## src/sv/fcem_pkg.sv

```systemverilog
`default_nettype none
package fcem_pkg;

  // map geometry
  localparam int MAP_ENTRIES = 8;
  localparam int RUN_LIMIT   = 255;

  // derived widths
  localparam int IDX_W   = (MAP_ENTRIES > 1) ? $clog2(MAP_ENTRIES) : 1;
  localparam int CNT_W   = $clog2(MAP_ENTRIES + 1);
  localparam int EXTRA_W = $clog2(RUN_LIMIT + 1);

  // field widths
  localparam int DATA_W     = 32;
  localparam int SHIFT_W    = 3;
  localparam int START_W    = 28;
  localparam int BLK_W      = 23;
  localparam int SEC_W      = (1 << SHIFT_W) - 1;
  localparam int CFG_IDX_W  = 3;
  localparam int CFG_DATA_W = 32;

  // end-of-chain marks
  localparam logic [DATA_W-1:0] END32_MASK = 32'h0fff_fff8;
  localparam logic [15:0]       END16_MASK = 16'hfff8;

  // first data cluster number
  localparam logic [DATA_W-1:0] FIRST_CLUSTER = 32'd2;

  typedef enum logic [1:0] {
    OP_BEGIN  = 2'd0,
    OP_CHAIN  = 2'd1,
    OP_LOOKUP = 2'd2
  } op_t;

  typedef enum logic [1:0] {
    STS_OK        = 2'd0,
    STS_BAD_BLOCK = 2'd1,
    STS_MAP_SMALL = 2'd2,
    STS_IGNORED   = 2'd3
  } status_t;

  typedef enum logic [CFG_IDX_W-1:0] {
    CFG_DATA_START    = 3'd0,
    CFG_CLUSTER_SHIFT = 3'd1,
    CFG_FAT32_MODE    = 3'd2,
    CFG_START_CLUSTER = 3'd3,
    CFG_BLOCK_COUNT   = 3'd4
  } cfg_idx_t;

  // commands from controller to datapath
  typedef struct packed {
    logic    begin_map;
    logic    chain_end;
    logic    chain_ext;
    logic    chain_open;
    logic    chain_fail;
    logic    lk_start;
    logic    lk_step;
    logic    lk_hit;
    logic    lk_fin;
    logic    out_load;
    status_t out_status;
  } fcem_cmd_t;

  // status from datapath to controller
  typedef struct packed {
    logic chain_ign;
    logic chain_end;
    logic chain_ext;
    logic map_full;
    logic lk_bad;
    logic lk_empty;
    logic lk_hit;
    logic lk_last;
  } fcem_sts_t;

endpackage
`default_nettype wire

```

## src/sv/fcem_ctrl.sv

```systemverilog
`default_nettype none
module fcem_ctrl
  import fcem_pkg::*;
(
  input  wire logic      clk,
  input  wire logic      rst_n,
  input  wire logic      start,
  input  wire logic [1:0] in_op,
  input  wire fcem_sts_t sts,
  output fcem_cmd_t      cmd,
  output logic           busy
);

  typedef enum logic [2:0] {
    S_IDLE = 3'b001,
    S_SCAN = 3'b010,
    S_FIN  = 3'b100
  } state_t;

  state_t state_r, state_nxt;

  assign busy = (state_r != S_IDLE);

  // decode the word and sequence the extent walk
  always_comb begin
    cmd       = '0;
    cmd.out_status = STS_OK;
    state_nxt = state_r;
    unique case (state_r)
      S_IDLE: begin
        if (start) begin
          unique case (op_t'(in_op))
            OP_BEGIN: begin
              cmd.begin_map = 1'b1;
              cmd.out_load  = 1'b1;
            end
            OP_CHAIN: begin
              cmd.out_load = 1'b1;
              priority if (sts.chain_ign) begin
                cmd.out_status = STS_IGNORED;
              end else if (sts.chain_end) begin
                cmd.chain_end = 1'b1;
              end else if (sts.chain_ext) begin
                cmd.chain_ext = 1'b1;
              end else if (sts.map_full) begin
                cmd.chain_fail = 1'b1;
                cmd.out_status = STS_MAP_SMALL;
              end else begin
                cmd.chain_open = 1'b1;
              end
            end
            OP_LOOKUP: begin
              priority if (sts.lk_bad) begin
                cmd.out_load   = 1'b1;
                cmd.out_status = STS_BAD_BLOCK;
              end else if (sts.lk_empty) begin
                cmd.out_load   = 1'b1;
                cmd.out_status = STS_MAP_SMALL;
              end else begin
                cmd.lk_start = 1'b1;
                state_nxt    = S_SCAN;
              end
            end
            default: begin
              cmd.out_load   = 1'b1;
              cmd.out_status = STS_IGNORED;
            end
          endcase
        end
      end
      S_SCAN: begin
        priority if (sts.lk_hit) begin
          cmd.lk_hit = 1'b1;
          state_nxt  = S_FIN;
        end else if (sts.lk_last) begin
          cmd.out_load   = 1'b1;
          cmd.out_status = STS_MAP_SMALL;
          state_nxt      = S_IDLE;
        end else begin
          cmd.lk_step = 1'b1;
        end
      end
      S_FIN: begin
        cmd.lk_fin   = 1'b1;
        cmd.out_load = 1'b1;
        state_nxt    = S_IDLE;
      end
      default: state_nxt = S_IDLE;
    endcase
  end

  always_ff @(posedge clk) begin
    if (!rst_n) begin
      state_r <= S_IDLE;
    end else begin
      state_r <= state_nxt;
    end
  end

  // the sector add is only ever entered from an extent hit
  a_fin_follows_hit : assert property (@(posedge clk) disable iff (!rst_n)
    (state_r == S_FIN) |-> $past(state_r == S_SCAN && sts.lk_hit))
    else $error("sector add entered without an extent hit");

endmodule
`default_nettype wire

```

## src/sv/fcem_dpath.sv

```systemverilog
`default_nettype none
module fcem_dpath
  import fcem_pkg::*;
(
  input  wire logic                  clk,
  input  wire logic                  rst_n,
  input  wire logic                  cfg_we,
  input  wire logic [CFG_IDX_W-1:0]  cfg_index,
  input  wire logic [CFG_DATA_W-1:0] cfg_data,
  input  wire logic [DATA_W-1:0]     in_chain_value,
  input  wire logic [BLK_W-1:0]      in_block_number,
  input  wire fcem_cmd_t             cmd,
  output fcem_sts_t                  sts,
  output logic                       out_valid,
  output logic [1:0]                 out_status,
  output logic [DATA_W-1:0]          out_sector_address,
  output logic                       out_map_complete
);

  // configuration registers
  logic [DATA_W-1:0]  data_start_r;
  logic [SHIFT_W-1:0] cluster_shift_r;
  logic               fat32_mode_r;
  logic [START_W-1:0] start_cluster_r;
  logic [BLK_W-1:0]   block_count_r;

  // map state
  logic [DATA_W-1:0]  first_mem [MAP_ENTRIES];
  logic [EXTRA_W-1:0] extra_mem [MAP_ENTRIES];
  logic [CNT_W-1:0]   entries_r, entries_nxt;
  logic [DATA_W-1:0]  last_r, last_nxt;
  logic [EXTRA_W-1:0] cur_extra_r, cur_extra_nxt;
  logic               done_r, done_nxt;
  logic               failed_r, failed_nxt;

  // lookup walk
  logic [IDX_W-1:0]   idx_r;
  logic [BLK_W-1:0]   clu_r;
  logic [SEC_W-1:0]   sec_r;
  logic [DATA_W-1:0]  rd_first_r;
  logic [EXTRA_W-1:0] rd_extra_r;
  logic [DATA_W-1:0]  cl_m2_r;

  // result word
  logic               out_valid_r;
  status_t            out_status_r;
  logic [DATA_W-1:0]  out_sector_r;
  logic               out_complete_r;

  logic [DATA_W-1:0]  chain_v;
  logic               end32;
  logic               end16;
  logic [IDX_W-1:0]   cur_idx;
  logic [IDX_W-1:0]   open_idx;
  logic [IDX_W-1:0]   rd_addr;
  logic               rd_en;
  logic [BLK_W-1:0]   rd_extra_ext;
  logic [DATA_W-1:0]  sector;

  // capture configuration words; unknown indexes fall through
  always_ff @(posedge clk) begin
    if (!rst_n) begin
      data_start_r    <= '0;
      cluster_shift_r <= '0;
      fat32_mode_r    <= 1'b1;
      start_cluster_r <= START_W'(2);
      block_count_r   <= '0;
    end else if (cfg_we) begin
      unique case (cfg_idx_t'(cfg_index))
        CFG_DATA_START:    data_start_r    <= cfg_data;
        CFG_CLUSTER_SHIFT: cluster_shift_r <= cfg_data[SHIFT_W-1:0];
        CFG_FAT32_MODE:    fat32_mode_r    <= cfg_data[0];
        CFG_START_CLUSTER: start_cluster_r <= cfg_data[START_W-1:0];
        CFG_BLOCK_COUNT:   block_count_r   <= cfg_data[BLK_W-1:0];
        default: ;
      endcase
    end
  end

  // classify the chain word
  assign chain_v = fat32_mode_r ? in_chain_value : {16'h0000, in_chain_value[15:0]};
  assign end32   = (in_chain_value & END32_MASK) == END32_MASK;
  assign end16   = (in_chain_value[15:0] & END16_MASK) == END16_MASK;

  assign cur_idx      = IDX_W'(entries_r - CNT_W'(1));
  assign open_idx     = IDX_W'(entries_r);
  assign rd_extra_ext = {{(BLK_W-EXTRA_W){1'b0}}, rd_extra_r};

  always_comb begin
    sts.chain_ign = (entries_r == '0) || done_r || failed_r;
    sts.chain_end = fat32_mode_r ? end32 : end16;
    sts.chain_ext = (chain_v == last_r + DATA_W'(1)) && (cur_extra_r < EXTRA_W'(RUN_LIMIT));
    sts.map_full  = (entries_r >= CNT_W'(MAP_ENTRIES));
    sts.lk_bad    = (in_block_number >= block_count_r);
    sts.lk_empty  = (entries_r == '0);
    sts.lk_hit    = (clu_r <= rd_extra_ext);
    sts.lk_last   = ((CNT_W'(idx_r) + CNT_W'(1)) == entries_r);
  end

  // next map state
  always_comb begin
    entries_nxt   = entries_r;
    last_nxt      = last_r;
    cur_extra_nxt = cur_extra_r;
    done_nxt      = done_r;
    failed_nxt    = failed_r;
    if (cmd.begin_map) begin
      entries_nxt   = CNT_W'(1);
      last_nxt      = {{(DATA_W-START_W){1'b0}}, start_cluster_r};
      cur_extra_nxt = '0;
      failed_nxt    = 1'b0;
      done_nxt      = ({1'b0, block_count_r} <= ((BLK_W+1)'(1) << cluster_shift_r));
    end
    if (cmd.chain_end) done_nxt = 1'b1;
    if (cmd.chain_ext) begin
      last_nxt      = chain_v;
      cur_extra_nxt = cur_extra_r + EXTRA_W'(1);
    end
    if (cmd.chain_open) begin
      entries_nxt   = entries_r + CNT_W'(1);
      last_nxt      = chain_v;
      cur_extra_nxt = '0;
    end
    if (cmd.chain_fail) failed_nxt = 1'b1;
  end

  always_ff @(posedge clk) begin
    if (!rst_n) begin
      entries_r   <= '0;
      last_r      <= '0;
      cur_extra_r <= '0;
      done_r      <= 1'b0;
      failed_r    <= 1'b0;
    end else begin
      entries_r   <= entries_nxt;
      last_r      <= last_nxt;
      cur_extra_r <= cur_extra_nxt;
      done_r      <= done_nxt;
      failed_r    <= failed_nxt;
    end
  end

  // write extents: seed, extend the current run or open a new one
  always_ff @(posedge clk) begin
    if (cmd.begin_map) begin
      first_mem[0] <= {{(DATA_W-START_W){1'b0}}, start_cluster_r};
      extra_mem[0] <= '0;
    end else if (cmd.chain_open) begin
      first_mem[open_idx] <= chain_v;
      extra_mem[open_idx] <= '0;
    end else if (cmd.chain_ext) begin
      extra_mem[cur_idx] <= cur_extra_r + EXTRA_W'(1);
    end
  end

  // read the extent that the walk looks at next
  assign rd_en   = cmd.lk_start | cmd.lk_step;
  assign rd_addr = cmd.lk_start ? '0 : idx_r + IDX_W'(1);

  always_ff @(posedge clk) begin
    if (rd_en) begin
      rd_first_r <= first_mem[rd_addr];
      rd_extra_r <= extra_mem[rd_addr];
    end
  end

  // walk the extents, one a cycle
  always_ff @(posedge clk) begin
    if (cmd.lk_start) begin
      idx_r <= '0;
      clu_r <= in_block_number >> cluster_shift_r;
      sec_r <= in_block_number[SEC_W-1:0] & ~({SEC_W{1'b1}} << cluster_shift_r);
    end else if (cmd.lk_step) begin
      idx_r <= idx_r + IDX_W'(1);
      clu_r <= clu_r - (rd_extra_ext + BLK_W'(1));
    end
    if (cmd.lk_hit) begin
      cl_m2_r <= rd_first_r + {{(DATA_W-BLK_W){1'b0}}, clu_r} - FIRST_CLUSTER;
    end
  end

  // sector within cluster never reaches above the shift, so it is or-ed in
  assign sector = data_start_r
                + ((cl_m2_r << cluster_shift_r) | {{(DATA_W-SEC_W){1'b0}}, sec_r});

  // load the result word
  always_ff @(posedge clk) begin
    if (!rst_n) begin
      out_valid_r <= 1'b0;
    end else begin
      out_valid_r <= cmd.out_load;
    end
    if (cmd.out_load) begin
      out_status_r   <= cmd.out_status;
      out_sector_r   <= cmd.lk_fin ? sector : '0;
      out_complete_r <= done_nxt;
    end
  end

  assign out_valid          = out_valid_r;
  assign out_status         = out_status_r;
  assign out_sector_address = out_sector_r;
  assign out_map_complete   = out_complete_r;

  a_entries_bound : assert property (@(posedge clk) disable iff (!rst_n)
    entries_r <= CNT_W'(MAP_ENTRIES))
    else $error("extent count beyond map size");

  a_run_bound : assert property (@(posedge clk) disable iff (!rst_n)
    cur_extra_r <= EXTRA_W'(RUN_LIMIT))
    else $error("run length beyond limit");

  a_failed_full : assert property (@(posedge clk) disable iff (!rst_n)
    failed_r |-> (entries_r == CNT_W'(MAP_ENTRIES)))
    else $error("map failure flagged with free extents");

  a_sector_only_ok : assert property (@(posedge clk) disable iff (!rst_n)
    (out_valid_r && out_status_r != STS_OK) |-> (out_sector_r == '0))
    else $error("sector driven on a failed word");

endmodule
`default_nettype wire

```

## src/sv/fat_cluster_extent_map.sv

```systemverilog
`default_nettype none
// FAT cluster chain extent map. A begin word seeds the map with the start
// cluster, chain words extend it, and lookup words turn a file block into a
// disk sector. Every accepted word gives exactly one result word, shown on
// the out_ ports for one cycle with out_valid high, and the result cannot be
// held off. Begin, chain, unknown-op and rejected lookups leave busy low, and
// the result appears on the next cycle. A lookup walks the extent store one
// entry per cycle through its single registered read port. When the block
// lies in extent k (1 to 8), the walk is followed by the sector add before
// the result is loaded. A lookup that runs past all k built extents skips
// the add. The user must write configuration only while idle; the block
// itself does not enforce it.
module fat_cluster_extent_map
  import fcem_pkg::*;
(
  input  wire logic                  clk,
  input  wire logic                  rst_n,
  input  wire logic                  start,
  output logic                       busy,
  input  wire logic [1:0]            in_op,
  input  wire logic [DATA_W-1:0]     in_chain_value,
  input  wire logic [BLK_W-1:0]      in_block_number,
  output logic                       out_valid,
  output logic [1:0]                 out_status,
  output logic [DATA_W-1:0]          out_sector_address,
  output logic                       out_map_complete,
  input  wire logic                  cfg_we,
  input  wire logic [CFG_IDX_W-1:0]  cfg_index,
  input  wire logic [CFG_DATA_W-1:0] cfg_data
);

  fcem_cmd_t cmd;
  fcem_sts_t sts;

  fcem_ctrl u_ctrl (
    .clk   (clk),
    .rst_n (rst_n),
    .start (start),
    .in_op (in_op),
    .sts   (sts),
    .cmd   (cmd),
    .busy  (busy)
  );

  fcem_dpath u_dpath (
    .clk                (clk),
    .rst_n              (rst_n),
    .cfg_we             (cfg_we),
    .cfg_index          (cfg_index),
    .cfg_data           (cfg_data),
    .in_chain_value     (in_chain_value),
    .in_block_number    (in_block_number),
    .cmd                (cmd),
    .sts                (sts),
    .out_valid          (out_valid),
    .out_status         (out_status),
    .out_sector_address (out_sector_address),
    .out_map_complete   (out_map_complete)
  );

endmodule
`default_nettype wire
```

## config.mk

```make
export PLATFORM = sky130hd
export DESIGN_NAME = fat_cluster_extent_map
export DESIGN_NICKNAME = d
export VERILOG_FILES = /design/src/sv/fcem_pkg.sv /design/src/sv/fcem_ctrl.sv /design/src/sv/fcem_dpath.sv /design/src/sv/fat_cluster_extent_map.sv
export SDC_FILE = /design/constraint.sdc
export NUM_CORES = 1
export LEC_CHECK = 0
export BUFFER_PORTS_ARGS = -buffer_cell sky130_fd_sc_hd__buf_2
export CAP_MARGIN = 30
export CORE_AREA = 2 2 263 200
export DETAILED_ROUTE_END_ITERATION = 16
export DIE_AREA = 0 0 265 202
export PLACE_DENSITY = 0.93
export SLEW_MARGIN = 20
export SYNTH_ARGS = -nofsm -noshare
export SYNTH_HDL_FRONTEND = slang
export SYNTH_SLANG_ARGS = --single-unit
```

## constraint.sdc

```tcl
create_clock -name clk -period 7.78 [get_ports clk]
set_clock_uncertainty 0.15 [all_clocks]
set_input_delay 0.778 -clock clk [delete_from_list [all_inputs] [get_ports clk]]
set_output_delay 0.778 -clock clk [all_outputs]
set_load 0.02 [all_outputs]
```

# After elaboration in Yosys (flattened, before gate mapping)
# Memories as Yosys holds them, arrays and structs flattened. A register that Yosys moved wholly into a read port is not among the register bits.
# Index checks and enable logic that the tools add are counted.
op_classes:
  reduce_logical: 21
  bitwise_logic: 5
  shift: 4
  muxes: 73
  n_lt_le_gt_ge: 5
  n_addsub: 11
  eq_ne: 19
ops:
  columns: ["cell", "n"]
  rows:
  - ["32-bit two-way mux", 5]
  - ["3-bit two-way mux", 16]
  - ["23-bit two-way mux", 2]
  - ["32-bit by 1-bit adder with 32-bit output, second input constant", 1]
  - ["32-bit by 23-bit adder with 32-bit output", 1]
  - ["32-bit adder", 1]
  - ["32-bit equality test", 1]
  - ["8-bit two-way mux", 4]
  - ["32-bit by 7-bit bitwise OR with 32-bit output", 1]
  - ["32-bit OR reduction", 1]
  - ["32-bit by 3-bit left shift with 32-bit output", 1]
  - ["32-bit by 2-bit subtractor with 32-bit output, second input constant", 1]
  - ["1-bit two-way mux", 30]
  - ["25-bit equality test, second input constant", 1]
  - ["23-bit by 24-bit less-or-equal comparator with 1-bit output", 1]
  - ["1-bit by 3-bit left shift with 24-bit output, first input constant", 1]
  - ["23-bit >= comparator", 1]
  - ["23-bit by 8-bit less-or-equal comparator with 1-bit output", 1]
  - ["23-bit by 3-bit right shift with 23-bit output", 1]
  - ["23-bit subtractor", 1]
  - ["4-bit two-way mux", 4]
  - ["8-bit OR reduction", 2]
  - ["13-bit equality test, second input constant", 1]
  - ["2-bit two-way mux", 6]
  - ["37 further kinds", 53]
totals:
  ff_bits: 237
  n_memories: 2
  mem_bits_rw: 320
  word_cells: 159
  out_inout_bits: 37
mem_list:
  columns: ["name", "words", "word_bits", "rd", "rd_ports_with_merged_regs", "wr", "line", "text"]
  rows:
  - ["u_dpath.first_mem", 8, 32, 1, 1, 1, "fcem_dpath.sv:28", "logic [DATA_W-1:0] first_mem [MAP_ENTRIES];"]
  - ["u_dpath.extra_mem", 8, 8, 1, 1, 1, "fcem_dpath.sv:29", "logic [EXTRA_W-1:0] extra_mem [MAP_ENTRIES];"]

# Depth between registers and ports, before layout
# Gate-level depths: netlist (run 1).
depth:
  word_depth: 15
  ltp_mapped: 19
  ltp_nobuf: 16

# Modules after synthesis
# Synthesis (run 1) repeated with hierarchy kept, for this count alone.
hier_totals:
  hier_cells: 2898
  area_unflattened_um2: 30840.8
modules_own_cells:
  columns: ["module", "area_per_inst_um2", "cells_per_inst", "instances"]
  rows:
  - ["fcem_dpath", 30545.5, 2859, 1]
  - ["fcem_ctrl", 295.3, 39, 1]

# Worst setup path before layout (run 1)
# OpenSTA, ideal clock, no wires.
synth_timing:
  path_kind: "register to register"
  start: "register u_dpath.entries_r[1]"
  end: "memory u_dpath.first_mem[1][0] (enable)"
  t_arrival_ns: 5.502
  path_slack_ns: 1.627
  setup_time_ns: 0.502
  path_stages_with_launch: 14
  path_cell_list: "dfxtp_1 > clkbuf_1 > inv_1 > ha_1 > nand2b_1 > nor2_1 > nor3_1 > and3_1 > and2_0 > nor2b_1 > o31ai_1 > buf_2 > buf_1 > nor4_1"
synth_between:
  elab_chain_len: 13
synth_lines:
  columns: ["element", "line", "text"]
  rows:
  - ["start: declaration", "fcem_dpath.sv:30", "logic [CNT_W-1:0] entries_r, entries_nxt;"]
  - ["start signal: assignment", "fcem_dpath.sv:135", "entries_r <= entries_nxt;"]
  - ["4-bit >= comparator", "fcem_dpath.sv:93", "sts.map_full = (entries_r >= CNT_W'(MAP_ENTRIES));"]
  - ["1-bit two-way mux", "fcem_ctrl.sv:45", "end else if (sts.map_full) begin"]
  - ["2-bit two-way mux", "fcem_ctrl.sv:43", "end else if (sts.chain_ext) begin"]
  - ["3-bit two-way mux", "fcem_ctrl.sv:41", "end else if (sts.chain_end) begin"]
  - ["4-bit two-way mux", "fcem_ctrl.sv:39", "priority if (sts.chain_ign) begin"]
  - ["4-bit two-way mux", "fcem_ctrl.sv:32", "unique case (op_t'(in_op))"]
  - ["6-bit two-way mux", "fcem_ctrl.sv:31", "if (start) begin"]
  - ["6-bit two-way mux", "fcem_ctrl.sv:29", "unique case (state_r)"]
  - ["1-bit two-way mux", "fcem_dpath.sv:148", "end else if (cmd.chain_open) begin"]
  - ["1-bit two-way mux", "fcem_dpath.sv:145", "if (cmd.begin_map) begin"]
  - ["1-bit two-way mux (not written as such)", "fcem_dpath.sv:149", "first_mem[open_idx] <= chain_v;"]
  - ["32-bit OR reduction (no line)", null, null]
  - ["3-bit two-way mux (no line) / 1-bit two-way mux (equally long branches)", null, null]
  - ["end: declaration", "fcem_dpath.sv:28", null]
# Parallel ways exist; a longest one is shown, timed or not.

# Final worst setup path (run 1)
layout_timing:
  start: "register u_dpath.cluster_shift_r[1]"
  end: "register u_dpath.out_sector_r[30], in the netlist u_dpath.out_sector_address[30], data pin"
layout_between:
  elab_chain_len: 3
layout_lines:
  columns: ["element", "line", "text"]
  rows:
  - ["start: declaration", "fcem_dpath.sv:22", "logic [SHIFT_W-1:0] cluster_shift_r;"]
  - ["start signal: assignment", "fcem_dpath.sv:71", "CFG_CLUSTER_SHIFT: cluster_shift_r <= cfg_data[SHIFT_W-1:0];"]
  - ["32-bit by 3-bit left shift with 32-bit output", "fcem_dpath.sv:184", "+ ((cl_m2_r << cluster_shift_r) | {{(DATA_W-SEC_W){1'b0}}, sec_r});"]
  - ["32-bit by 7-bit bitwise OR with 32-bit output", "fcem_dpath.sv:184", null]
  - ["32-bit adder", "fcem_dpath.sv:184", null]
  - ["end signal: assignment", "fcem_dpath.sv:195", "out_sector_r <= cmd.lk_fin ? sector : '0;"]
  - ["end: declaration", "fcem_dpath.sv:47", "logic [DATA_W-1:0] out_sector_r;"]
# Every way passes these cells.
# A chain may end at the register's enable or synchronous reset.

==> flow_summary.ini, run 1 <==
[final_layout]
seqCellArea_um2 = 16500
areaGrowthSynthToFinish_pct = 10.3
nFillCells = 3499
final_area_um2 = 35200
multi_input_comb_area_um2 = 14100
drive_gt1_share_pct = 11.0
fin_nets = 3328

[yosys]
ys_seq_elements = 597
netlist_area_um2 = 31900
syn_nets = 3246
synthFlopType = edfxtp_1
syn_avg_cell_area_um2 = 10.6
synth_edf_count = 457
yosysTopAreaCellShare_pct = 43.1
synth_top_area_cell = edfxtp_1
synthTopCellsByArea = edfxtp_1, dfxtp_1, mux2i_1
synthArstFlopShare_pct = 0
synthCells = 3009
yosysWarnings = 0
ys_types = 78
ys_seq_area_share_pct = 51.8

[critical_path]
regToRegSetupSlack_ps = 2450
r2r_end = u_dpath.out_sector_address[30]
r2r_start = u_dpath.cluster_shift_r[1]
worst_r2r_path_depth = 15
startpoint_type = register
path_max_fanout = 42
crit_type = reg -> reg
crit_required_ps = 8000
crit_path_end_kind = register
worstPathArrival_ps = 5550

[timing]
worst_slack_ps = 2450
slew_headroom_pct = 33.1
grt_setup_unrepaired = no
slew_violations = 0
setup_viol = 0
fin_crit_ps = 5330
period_share_pct = 68.6
tns_ps = 0
fmax_mhz = 187
worst_slew_pin_slew_ps = 995
hold-worst-slack_ps = 264
finalHoldViolCount = 0

[worst_hold_path]
worst_hold_startpoint = cfg_data[26]
whs_endpoint = u_dpath.start_cluster_r[26]
min_path_type = in -> reg
min_path_cells = 3

[clock_tree]
path_clk_slew_ps = 70
postCtsHoldBufs = 0
cts.sinks = 597
cts_htree_levels = 2
clockRootBuffer = clkbuf_16
cts_buffer_depth = 3
cts_inserted_buffers = 56
post_cts_buffers = 0
cts_tree = done
clkLatencyLatePin_ps = 650
cts_resized = 0

[detailed_routing]
drtIter0Drc = 3759
vias = 25700
drt-total-wl_um = 97700
drc_errors = 0
drtPass1Iterations = 6
wl_per_cell_um = 25.6
antenna_left = 0
routed_via_density = 6.74

[grt]
grt_pass1_vias = 23900
antenna_found_initial = 3
grt_pass1_wl_um = 145000
grt-ovfl-total = 0
grt_max_degree = 82
groute.usage.overall_pct = 35.9

[pwr]
combPwrFrac_pct = 17.9
p_int_uw = 5560
pwr-share-clk_pct = 36.3
p_seq_share_pct = 45.7
power_density_nw_per_um2 = 221
p_leak_uw = 0.0134
p_switching_uw = 2230
netSwitchingFraction_pct = 28.6
ir_drop_mv = 0.200
power.total_uw = 7780

[placed_design]
placed_area_um2 = 33300
dp_slack_ps = 2600
io_buffers = 132
dp_hpwl_um = 67200
place.gp.congestion = 1.01

[die]
ios = 133
die_width_um = 265
core.rowCount = 72
initial_core_util_pct = 62.5
die_y_um = 202
core-area_um2 = 51000
die_area_um2 = 53500

[run_status]
status = finished clean

[job]
maxCapViolCount = 0
## worst max path at each step
stage | startpoint | to | slack, ps
finish | u_dpath.cluster_shift_r[1] | u_dpath.out_sector_address[30] | 2450
global placement | in_block_number[1] | u_dpath.clu_r[13] | 2500
CTS | u_dpath.cluster_shift_r[1] | u_dpath.out_sector_address[30] | 2570
detailed placement | u_dpath.cluster_shift_r[1] | u_dpath.out_sector_address[30] | 2600
floorplan | u_dpath.entries_r[1] | u_dpath.first_mem[1][0] | 1630
global route | u_dpath.cluster_shift_r[1] | u_dpath.out_sector_address[30] | 2130
## cells by family (layout without fill, tap and decap cells)
| group | Yosys count | count (layout) | share of synthesized area, % |
|---|---|---|---|
| AO/OA/AOI/OAI | 780 | 780 | 16.0 |
| XOR/XNOR | 117 | 117 | 3.21 |
| adder cells (fa/ha/maj) | 141 | 141 | 5.61 |
| buffers and inverters | 359 | 489 | 4.29 |
| flip-flops | 597 | 597 | 51.8 |
| multiplexers | 218 | 218 | 7.37 |
| other | 0 | 3 | 0 |
| AND/OR/NAND/NOR | 797 | 797 | 11.7 |
## area by class of cell
class / count / area share, %
multi-input combinational: 2053 / 40.1
antenna: 3 / 0.0213
timing repair buffer: 189 / 3.16
inverter: 194 / 2.07
clock buffer: 78 / 4.49
sequential: 597 / 47.0
clock inverter: 28 / 0.815
tap: 666 / 2.37
## per-layer routing
metal | share of wire, % | up-vias | track usage [%]
li1 | - | 11300 | -
met5 | 0.027 | - | 0
met1 | 39 | 12200 | 51.0
met3 | 15 | 292 | 11.1
met2 | 42 | 1911 | 51.9
met4 | 3.9 | 4 | 13.5
## synthesized netlist by cell type, types with 24 or more instances
master,n
a2111oi_0,42
a211oi_1,24
a21boi_0,93
a21o_1,35
a21oi_1,235
a32oi_1,42
and3_1,24
clkbuf_1,141
dfxtp_1,140
edfxtp_1,457
ha_1,138
inv_1,193
mux2_2,24
mux2i_1,183
nand2_1,345
nand3_1,53
nand4_1,35
nor2_1,151
nor2b_1,32
nor3_1,36
nor4_1,25
o21ai_0,148
xnor2_1,79
xor2_1,38
## layout by cell type, fill, tap and decap left out, drive strengths merged, types with 32 or more instances in the layout
master	count
dfxtp	140
edfxtp	457
buf	189
xor2	38
o21ai	150
a21o	35
nor2b	32
xnor2	79
nand3	54
a32oi	42
a2111oi	42
nor3	36
mux2i	183
a21oi	235
inv	195
ha	138
clkbuf	78
a21boi	93
nor2	151
nand2	345
nand4	35
## worst max-delay path, stage by stage, from the launching register on
cell,delay (ps)
dfxtp_2,860
buf_4,590
mux2_2,420
o21ai_0,330
mux2i_1,150
ha_1,330
a2111o_1,410
a21oi_1,280
o41ai_1,100
buf_4,160
a31oi_1,210
o21ai_0,170
a211oi_1,460
o21ai_0,180
xnor2_1,170
nor2_1,50
## through the flow
stage,utilization (%),cells
final,69.0,3808
after detailed placement,65.2,3696
after floorplan,-,3009
after global routing,69.0,3805
after global placement,65.1,3686
after CTS,68.9,3802
## sequential cells by signal, indices dropped and copies added (netlist names), 28 cells and up
register	count
u_dpath.first_mem	256
u_dpath.extra_mem	64
u_dpath.cl_m2_r	32
u_dpath.data_start_r	32
u_dpath.last_r	32
u_dpath.out_sector_address	32
u_dpath.rd_first_r	32
u_dpath.start_cluster_r	28
## power groups by stage
| stage | logic, uW | registers, uW | clock network (uW) |
|---|---|---|---|
| after global routing | 1480 | 3560 | 2940 |
| after detailed placement | 1320 | 3620 | 0 |
| after global placement | 1270 | 3620 | 0 |
| after CTS | 1350 | 3560 | 2810 |
| after floorplan | 902 | 3600 | 0 |
| final | 1400 | 3560 | 2830 |
No activity file was read; power rests on OpenSTA's default activity.
==> run 2: changes to the inputs <==
--- a/config.mk
+++ b/config.mk
@@ -5,12 +5,13 @@
 export SDC_FILE = /design/constraint.sdc
 export NUM_CORES = 1
 export LEC_CHECK = 0
+export ABC_AREA = 1
 export BUFFER_PORTS_ARGS = -buffer_cell sky130_fd_sc_hd__buf_2
 export CAP_MARGIN = 30
-export CORE_AREA = 2 2 263 200
+export CORE_AREA = 2 2 271 206
 export DETAILED_ROUTE_END_ITERATION = 16
-export DIE_AREA = 0 0 265 202
-export PLACE_DENSITY = 0.93
+export DIE_AREA = 0 0 273 208
+export PLACE_DENSITY = 0.92
 export SLEW_MARGIN = 20
 export SYNTH_ARGS = -nofsm -noshare
 export SYNTH_HDL_FRONTEND = slang
==> constraint.sdc (replaced) <==
create_clock -name clk -period 5.26 [get_ports clk]
set_clock_uncertainty 0.15 [all_clocks]
set_input_delay 0.526 -clock clk [delete_from_list [all_inputs] [get_ports clk]]
set_output_delay 0.526 -clock clk [all_outputs]
set_load 0.02 [all_outputs]
==> flow_summary.ini, run 2 <==
[run_status]
status = finished clean

[detailed_routing]
drtPass1Iterations = 6
drt-total-wl_um = 102000
wl_per_cell_um = 20.6
drtIter0Drc = 4836
antenna_left = 0
drc_errors = 0
vias = 30300
wl_met1_um = 38500
dr_wl_met3_um = 15500
met2_length_um = 43900
routed_via_density = 6.09
dr.max_layer_used = met5

[pwr]
ir_drop_mv = 0.350
power.total_uw = 11200
power_density_nw_per_um2 = 301
p_leak_uw = 0.0166

[yosys]
yosysWarnings = 0
netlist_area_um2 = 33700
synthCells = 4128
synth_top_area_cell = edfxtp_1
synthTopCellsByArea = edfxtp_1, nand2_1, dfxtp_1
syn_avg_cell_area_um2 = 8.16
synthFlopType = edfxtp_1
synthArstFlopShare_pct = 0
ys_top_cells_by_count = nand2_1, inv_1, edfxtp_1
ys_seq_elements = 597
synth_edf_count = 457
ys_types = 59
yosysTopAreaCellShare_pct = 40.7
syn_nets = 4365
ys_seq_area_share_pct = 49.0
synth_most_common_cell = nand2_1

[clock_tree]
post_cts_buffers = 0
cts_inserted_buffers = 57
clockRootBuffer = clkbuf_16
clkLatencyLatePin_ps = 670
path_clk_slew_ps = 70
cts.sinks = 597
cts_buffer_depth = 3
cts_htree_levels = 2
cts_tree = done

[critical_path]
path_cells = clkinv_1 -> buf_4 -> nand2_1 -> nand2_1 -> o21ai_0 -> o21ai_0 -> ha_1 -> nand2_1 -> nor2_1 -> nand2_1 -> nand2_1 -> a31oi_1 -> o21ai_0 -> nand2_1 -> nor2_1 -> nor2_1 -> o21ai_0 -> nand2_1 -> a21oi_1 -> nor2_1
regToRegSetupSlack_ps = 810
worstPathArrival_ps = 4730
path_max_fanout = 36
max_stage_delay_ps = 590
r2r_end = u_dpath.out_sector_address[28]
crit_start = u_dpath.cluster_shift_r[0]
crit_path_end_kind = register
crit_path_end = u_dpath.out_sector_address[28]
slowest_stage = dfxtp_2
startpoint_type = register
worst_r2r_path_depth = 20
crit_required_ps = 5540
crit_type = reg -> reg
r2r_start = u_dpath.cluster_shift_r[0]
cp_common_cell = nand2_1

[grt]
grt_max_degree = 91
grt_pass1_vias = 28100
antenna_found_initial = 4
grt-ovfl-total = 0
groute.usage.overall_pct = 35.1
grt_pass1_wl_um = 155000

[timing]
setup_viol = 0
tns_ps = 0
period_share_pct = 84.7
fmax_mhz = 225
fin_crit_ps = 4450
worst_slew_pin_slew_ps = 1030
slew_violations = 0
grt_setup_unrepaired = no
finalHoldViolCount = 0
slew_headroom_pct = 31.6

[final_layout]
largestRegisters = u_dpath.first_mem x256, u_dpath.extra_mem x64
fin_cells = 4981
largest_reg_flops = 256
areaGrowthSynthToFinish_pct = 10.6
final_common_cell = nand2_1
top_register = u_dpath.first_mem
drive_gt1_share_pct = 8.08
fin_nets = 4447
final_cell_mix = nand2_1, inv_1, edfxtp_1

[placed_design]
dp_hpwl_um = 70400
io_buffers = 132
place_inst = 4863
place.gp.congestion = 1.05

[worst_hold_path]
min_path_type = in -> reg

[die]
die_area_um2 = 56800
ios = 133
core.rowCount = 74
die_y_um = 208
initial_core_util_pct = 62.3
core-area_um2 = 54100
die_width_um = 273

[job]
maxCapViolCount = 0
[run 2: metrics by stage]
step                      setup WS [ps]  cell area (um2)  util (%)  hold slack [ps]
final                               806            37300      68.9             16.6
after global routing                446            37300      68.9             42.7
after CTS                          1010            37200      68.7             10.3
after detailed placement            876            35100      64.9              313
after global placement              985            35100      64.8              308
after floorplan                     333            33700         -              294
[run 2: power breakdown]
group / internal [uW] / switching [uW]
logic: 438 / 1050
registers: 5180 / 80.1
clock network: 2480 / 1980
total: 8100 / 3110
[run 2: routing by layer]
metal  GRT usage (%)  vias to the layer above
met1            49.2                    13800
met3            8.85                      298
met5               0                        -
met2            51.7                     2371
met4            15.2                        2
li1                -                    13900
[run 2: worst max-delay path, delay by kind of cell (launching register included)]
family	cells	cell delay [ps]
flip-flops	1	590
AO/OA/AOI/OAI	6	1500
AND/OR/NAND/NOR	11	1130
adder cells (fa/ha/maj)	1	460
buffers and inverters	2	400
[run 2: repair_timing]
| action | 4_1_cts | 5_1_grt |
|---|---|---|
| endpoints found under the hold margin | 4 | 0 |
| resized for setup | 0 | 0 |
| hold buffers | 4 | 0 |
[run 2: cell type report]
class                   count  area, um2
well taps                 722        903
clock buffers              69       1620
repair buffers            194       1250
clock inverters            37        429
inverters                 505       1900
multi-input cells        2855      14600
fillers                  3962      16800
flip-flops and latches    597      16500
diodes                      2       5.00
[run 2: cells by family (layout without fill, tap and decap cells)]
logic type               count (synthesis)  in the layout  share of synthesized area (%)
buffers and inverters                  676            805                           7.77
flip-flops                             597            597                           49.0
multiplexers                             7              7                          0.208
AND/OR/NAND/NOR                       2036           2036                           26.1
AO/OA/AOI/OAI                          595            595                           9.65
adder cells (fa/ha/maj)                141            141                           5.30
XOR/XNOR                                76             76                           1.97
other                                    0              2                              0
[run 2: worst min path at each step]
stage | from | to | slack (ps) | cells past startpoint
global placement | u_dpath.start_cluster_r[12] | u_dpath.start_cluster_r[12] | 310 | 2
CTS | cfg_data[25] | u_dpath.data_start_r[25] | 10 | 3
floorplan | u_dpath.start_cluster_r[10] | u_dpath.start_cluster_r[10] | 290 | 2
finish | cfg_data[27] | u_dpath.data_start_r[27] | 20 | 3
detailed placement | u_dpath.start_cluster_r[0] | u_dpath.start_cluster_r[0] | 310 | 2
global route | cfg_data[26] | u_dpath.data_start_r[26] | 40 | 3
